==> config.mk <==
export PLATFORM = sky130hd
export DESIGN_NAME = smpr_mac
export DESIGN_NICKNAME = d
export VERILOG_FILES = /design/src/rtl/smpr_pkg.sv /design/src/rtl/smpr_mac.sv
export SDC_FILE = /design/constraint.sdc
export NUM_CORES = 2
export LEC_CHECK = 0
export BUFFER_PORTS_ARGS = -buffer_cell sky130_fd_sc_hd__buf_4
export CAP_MARGIN = 10
export CORE_MARGIN = 1.5
export CORE_UTILIZATION = 42
export DETAILED_ROUTE_END_ITERATION = 7
export SLEW_MARGIN = 15
export SYNTH_ARGS = -nofsm -noshare
export SYNTH_HDL_FRONTEND = slang
export SYNTH_SLANG_ARGS = --single-unit
==> constraint.sdc <==
create_clock -name clock -period 9.5 [get_ports clock]
set_input_delay 1.425 -clock clock [delete_from_list [all_inputs] [get_ports clock]]
set_output_delay 1.425 -clock clock [all_outputs]
set_load 0.02 [all_outputs]
==> src/rtl/smpr_pkg.sv <==
// Package: request codes, sequencer states and result record for the sparse row product.
package smpr_pkg;

   typedef enum logic [1:0] {
      REQ_LOAD_A  = 2'd0,
      REQ_LOAD_B  = 2'd1,
      REQ_COMPUTE = 2'd2,
      REQ_CLEAR   = 2'd3
   } req_kind_type;

   typedef enum logic [2:0] {
      ST_IDLE,
      ST_COL,
      ST_FETCH,
      ST_CMP,
      ST_ACC,
      ST_EMIT,
      ST_EMPTY
   } state_type;

   typedef struct packed {
      logic [3:0]  col;
      logic [63:0] sum;
      logic        empty_res;
      logic        saturated;
      logic        load_error;
      logic        last;
   } result_type;

   localparam int VALUE_W = 32;
   localparam int ACC_W   = 64;

endpackage

==> src/rtl/smpr_mac.sv <==
// Module: registered signed multiply feeding a saturating 64-bit accumulator.
module smpr_mac (
   input  logic                                clock,
   input  logic                                clear,
   input  logic                                mul_en,
   input  logic                                acc_en,
   input  logic signed [smpr_pkg::VALUE_W-1:0] a_val,
   input  logic signed [smpr_pkg::VALUE_W-1:0] b_val,
   output logic signed [smpr_pkg::ACC_W-1:0]   acc,
   output logic                                sat
);
   logic signed [smpr_pkg::ACC_W-1:0] prod_ff, prod_in;
   logic signed [smpr_pkg::ACC_W-1:0] acc_ff, acc_in;
   logic                              sat_ff, sat_in;
   logic signed [smpr_pkg::ACC_W-1:0] raw;
   logic                              ovf;

   assign prod_in = 64'(a_val) * 64'(b_val);
   assign raw     = acc_ff + prod_ff;
   // overflow when both operands agree in sign and the sum does not
   assign ovf     = (acc_ff[63] == prod_ff[63]) && (raw[63] != acc_ff[63]);

   always_comb begin
      acc_in = acc_ff;
      sat_in = sat_ff;
      if (clear) begin
         acc_in = '0;
         sat_in = 1'b0;
      end else if (acc_en) begin
         if (ovf) begin
            sat_in = 1'b1;
            acc_in = prod_ff[63] ? {1'b1, 63'd0} : {1'b0, {63{1'b1}}};
         end else begin
            acc_in = raw;
         end
      end
   end

   always_ff @(posedge clock) begin
      if (mul_en) prod_ff <= prod_in;
      acc_ff <= acc_in;
      sat_ff <= sat_in;
   end

   assign acc = acc_ff;
   assign sat = sat_ff;
endmodule
* Word level (Yosys, flattened, before mapping)
Index checks and enable logic that the tools add are counted.
** Operators by class
- $add $sub $neg :: 1
- Multipliers :: 1
- Equal/unequal tests :: 2
- Muxes and demuxes :: 2
- Reductions and logical operators :: 2
** Operators by type and width (number)
- 64-bit two-way mux :: 2
- 64-bit adder :: 1
- 32-bit by 32-bit multiplier with 64-bit output :: 1
- 2-bit AND reduction :: 1
- 1-bit == test :: 1
- 1-bit logical AND :: 1
- 1-bit != test :: 1
** Storage, ports and cells
- Register bits :: 129
- Bits of input ports :: 68
- Output and inout port bits :: 65
- Word-level logic and storage cells :: 11

* Longest topological paths before layout
- Word-level depth :: 4
- Gate-level depth with buffers :: 30
- Gate-level depth less buffers :: 28

* Worst setup path before layout
Ideal clock, no wire load.
- Kind :: input-to-reg
- Start :: in a_val[31] (netlist name)
- End :: reg prod_ff[61] (netlist name) (data pin)
- Library setup time :: 0.265 ns
- Arrival :: 8.735 ns
- Required time :: 9.235 ns
- Slack :: 0.500 ns
- Stages :: 28
- Buffers on the path :: 2
- Cells stage by stage :: clkbuf_1 -> nand2_1 -> inv_1 -> fa_1 -> inv_1 -> fa_1 -> inv_1 -> fa_1 -> fa_1 -> inv_1 -> fa_1 -> inv_1 -> fa_1 -> inv_1 -> fa_1 -> inv_1 -> fa_1 -> ha_1 -> clkbuf_1 -> a21o_1 -> a31oi_1 -> o21ai_0 -> or3b_2 -> o221ai_1 -> nor2_1 -> nand2_1 -> a32oi_1 -> xor2_1
** On the way
- Cells in the longest elaborated chain, start to end :: 1
** Ends and longest elaborated chain
- start, declared :: line smpr_mac.sv:7 : input logic signed [smpr_pkg::VALUE_W-1:0] a_val,
- 32-bit by 32-bit multiplier with 64-bit output :: line smpr_mac.sv:18 : assign prod_in = 64'(a_val) * 64'(b_val);
- via prod_in (one bit) :: line smpr_mac.sv:12 : logic signed [smpr_pkg::ACC_W-1:0] prod_ff, prod_in;
- end signal, assigned :: line smpr_mac.sv:40 : if (mul_en) prod_ff <= prod_in;
- end, declared :: line smpr_mac.sv:12
The timed path passes the listed nets, and every way through them passes these cells.
A chain may end at the register's enable or synchronous reset.

* Final worst setup path
- Start :: in b_val[2] (netlist name)
- End :: reg prod_ff[60] (netlist name) (data pin)
** On the way
- Cells in the longest elaborated chain, start to end :: 1
** Ends and longest elaborated chain
- start, declared :: line smpr_mac.sv:8 : input logic signed [smpr_pkg::VALUE_W-1:0] b_val,
- 32-bit by 32-bit multiplier with 64-bit output :: line smpr_mac.sv:18
- via prod_in (one bit) :: line smpr_mac.sv:12
The timed path passes the listed nets, and every way through them passes these cells.

==> results.toml <==
[critical_path]
arrival_ns = 9.07
critPathKind = "input pin to flop"
r2r_end = "acc[45]"
path_common_cell = "fa_1"
regToRegSetupSlack_ns = 3.51
cp-startpoint = "b_val[2]"
cp-end-kind = "flop"
crit_fanout = 32
start_kind = "input pin"
crit_path_max_incr_delay_ns = 0.92
slowest_stage = "fa_1"
path_cells = "buf_4 > nand2_1 > inv_1 > fa_1 > fa_1 > fa_1 > fa_1 > fa_1 > fa_1 > fa_1 > fa_1 > ha_1 > nand3_1 > nor3_1 > inv_1 > o31ai_1 > a41oi_2 > o21bai_1 > a21oi_2 > o21ai_2 > a41oi_2 > xnor2_1"
critPathRequiredTime_ns = 9.68
rr_worst_depth = 19
r2r-start = "prod_ff[8]"

[floorplan]
initial_core_util_pct = 42.52
dieArea_um2 = 107000
pin_count = 133
fp.dieH_um = 327.2
core_um2 = 103800
num_rows = 118
fp.dieW_um = 327.2

[synthesis]
synth_nets = 6156
synth_edf_count = 64
synthMuxAreaShare_pct = 0.1616
yosysSeqAreaShare_pct = 7.303
yosys.area_share.simple_pct = 15.88
ys.flop_type = "dfxtp_1"
synth_seq_cells = 129
yosysUniqueCellTypes = 82
synth_compound_area_share_pct = 7.283
syn_area_per_cell_um2 = 9.278
synthXorXnorAreaFrac_pct = 2.520
synth_top_family_by_area = "adder cells"
synthArstFlopShare_pct = 0
synthCells = 4757
synth_warnings = 0
syn_area_um2 = 44130
synth_fa_ha_area_share_pct = 56.17

[hold_path]
min_from = "sat"
hold_path_class = "flop to flop"
hold_path_depth = 2
min_to = "sat"

[global_routing]
grt_overflow_total = 0
grt_max_degree = 68
grt_pass1_vias = 34170
gr-usage-all-layers_pct = 23.06
grt_pass1_wl_um = 192900
antenna_found_initial = 3

[route]
vias = 31690
drc = 0
drt_first_pass_iters = 5
viasPerCell = 5.212
drtAntennaViolNets = 0
wl_per_cell_um = 19.62
detail_route.iter0.violations = 1933
finalWirelength_um = 119300

[placement]
globalplace.congestion = 0.8821
place_hpwl_um = 98500
portBuffers = 132

[cts]
cts_root_buf = "clkbuf_16"
cts_num_sinks = 129
post_cts_buffers = 0
clk_latency_ns = 0.44
path_clk_slew_ns = 0.06
cts.path.max_buffers = 2
hold_buffers = 0
numCtsBuffers = 17
ctsResizeCount = 0
htree_levels = 4
cts_tree = "done"

[sta]
rsz0062_at_grt = "false"
finalSetupViolations = 0
hold_viol_final = 0
worst_slew_pin_slew_ns = 0.9086
fin_crit_ns = 8.890
finalCritPeriodShare_pct = 93.58
setup_tns_ns = 0
slew_viol_final = 0
max_freq_ghz = 0.1125
finalClockSkew_ns = 0.009044
relSlewSlack_pct = 39.43

[layout]
drive_gt1_share_pct = 5.065
fillers = 10040
fin_nets = 6085
num_antenna_cells = 0
syn_to_final_growth_pct = 5.803

[outcome]
outcome = "complete, no violations"

[job]
cap_violations = 0
[Yosys cell counts (all sizes together) (3+ instances only)]
cell,count,area (um2)
fa,1084,21700
inv,993,3727
nand2,580,2177
and2,520,3253
ha,247,3090
clkbuf,246,924.6
a21oi,200,1023
nor2,144,540.5
o21ai,91,466.7
xnor2,90,788.3
dfxtp,65,1301
a21o,64,480.5
edfxtp,64,1922
nor3,61,310.3
xor2,37,324.1
nand4,28,175.2
nand3,18,90.09
a211oi,17,145.1
nor2b,17,106.4
o21bai,17,138.9
nand2b,16,100.1
o21a,16,121.4
a31oi,15,106.4
buf,13,58.81
o211ai,10,75.07
a21boi,9,67.56
o31ai,9,82.58
nor4,7,50.05
mux2i,6,60.06
a41oi,5,58.81
and3,5,31.28
nand3b,5,37.54
a2111oi,4,78.82
a311o,4,40.04
and4,4,35.03
o2111ai,4,41.29
o221ai,4,35.03
a31o,3,26.28
o31a,3,26.28
o41ai,3,52.56
or3,3,18.77
[per-stage QoR]
stage                     utilization [%]  cells  setup slack [ns]  area [um2]  hold WS [ns]
after floorplan                         -   4757            0.5004       44130        0.5624
after global placement              44.46   6047            0.3619       46150        0.4532
after detailed placement            44.46   6047            0.2780       46150        0.4626
after CTS                           44.99   6079            0.7058       46700        0.4781
after global routing                44.99   6079            0.2534       46700        0.5133
final                               44.99   6079            0.6097       46700        0.4695
[layout make-up]
type	count	area [um2]	share of cell area [%]
multi-input combinational	3375	36200	77.52
inverter	994	3731	7.990
sequential	129	3223	6.902
tap	1380	1727	3.698
timing repair buffer	169	1269	2.717
clock buffer	18	429.2	0.9191
clock inverter	14	116.4	0.2492
[flip-flops by register name (all words and copies together) (netlist names)]
| register | count |
|---|---|
| prod_ff | 64 |
| sat | 1 |
| acc | 64 |
[how the worst max path moves through the flow]
stage | endpoint | slack, ns | cells past startpoint
4_1_cts | prod_ff[60] | 0.71 | 22
2_1_floorplan | prod_ff[61] | 0.50 | 28
5_1_grt | prod_ff[56] | 0.25 | 22
3_3_place_gp | prod_ff[60] | 0.36 | 28
6_report | prod_ff[60] | 0.61 | 22
3_5_place_dp | prod_ff[60] | 0.28 | 22
[worst max-delay path, delay by kind of cell]
family                   cells  cell delay, ns
AND/OR/NAND/NOR              3            0.61
XOR/XNOR                     1            0.15
buffers and inverters        3            0.57
adder cells (fa/ha/maj)      9            4.84
AO/OA/AOI/OAI                6            1.45
[cell usage in the layout (no fill, tap or decap), types with 7 or more instances in the layout]
master,instances
fa_1,1084
inv_1,993
nand2_1,580
and2_1,520
ha_1,247
a21oi_1,193
buf_4,169
nor2_1,144
xnor2_1,90
o21ai_0,84
dfxtp_1,65
a21o_1,64
edfxtp_1,64
nor3_1,60
xor2_1,37
nand4_1,28
nand3_1,18
nor2b_1,17
clkbuf_16,17
nand2b_1,16
o21bai_1,16
a211oi_1,15
o21a_1,15
a31oi_1,13
o211ai_1,10
a21oi_2,7
a21boi_0,7
[metal layers]
layer  routed length, um  track usage [%]
met4                3506            6.290
met3                4456            2.065
met5                   9                0
met2               62460            41.36
met1               48850            29.75
[cells by family (layout without fill, tap and decap cells)]
logic type,count (synthesis),count (layout)
fa+ha+maj,1331,1331
simple gates,1416,1416
xor+xnor,127,127
compound gates,494,494
mux,7,7
flops,129,129
buf+inv,1253,1195
Power is not shown: default switching activity piles up to over one toggle a cycle in this logic, so the estimate is an artifact.
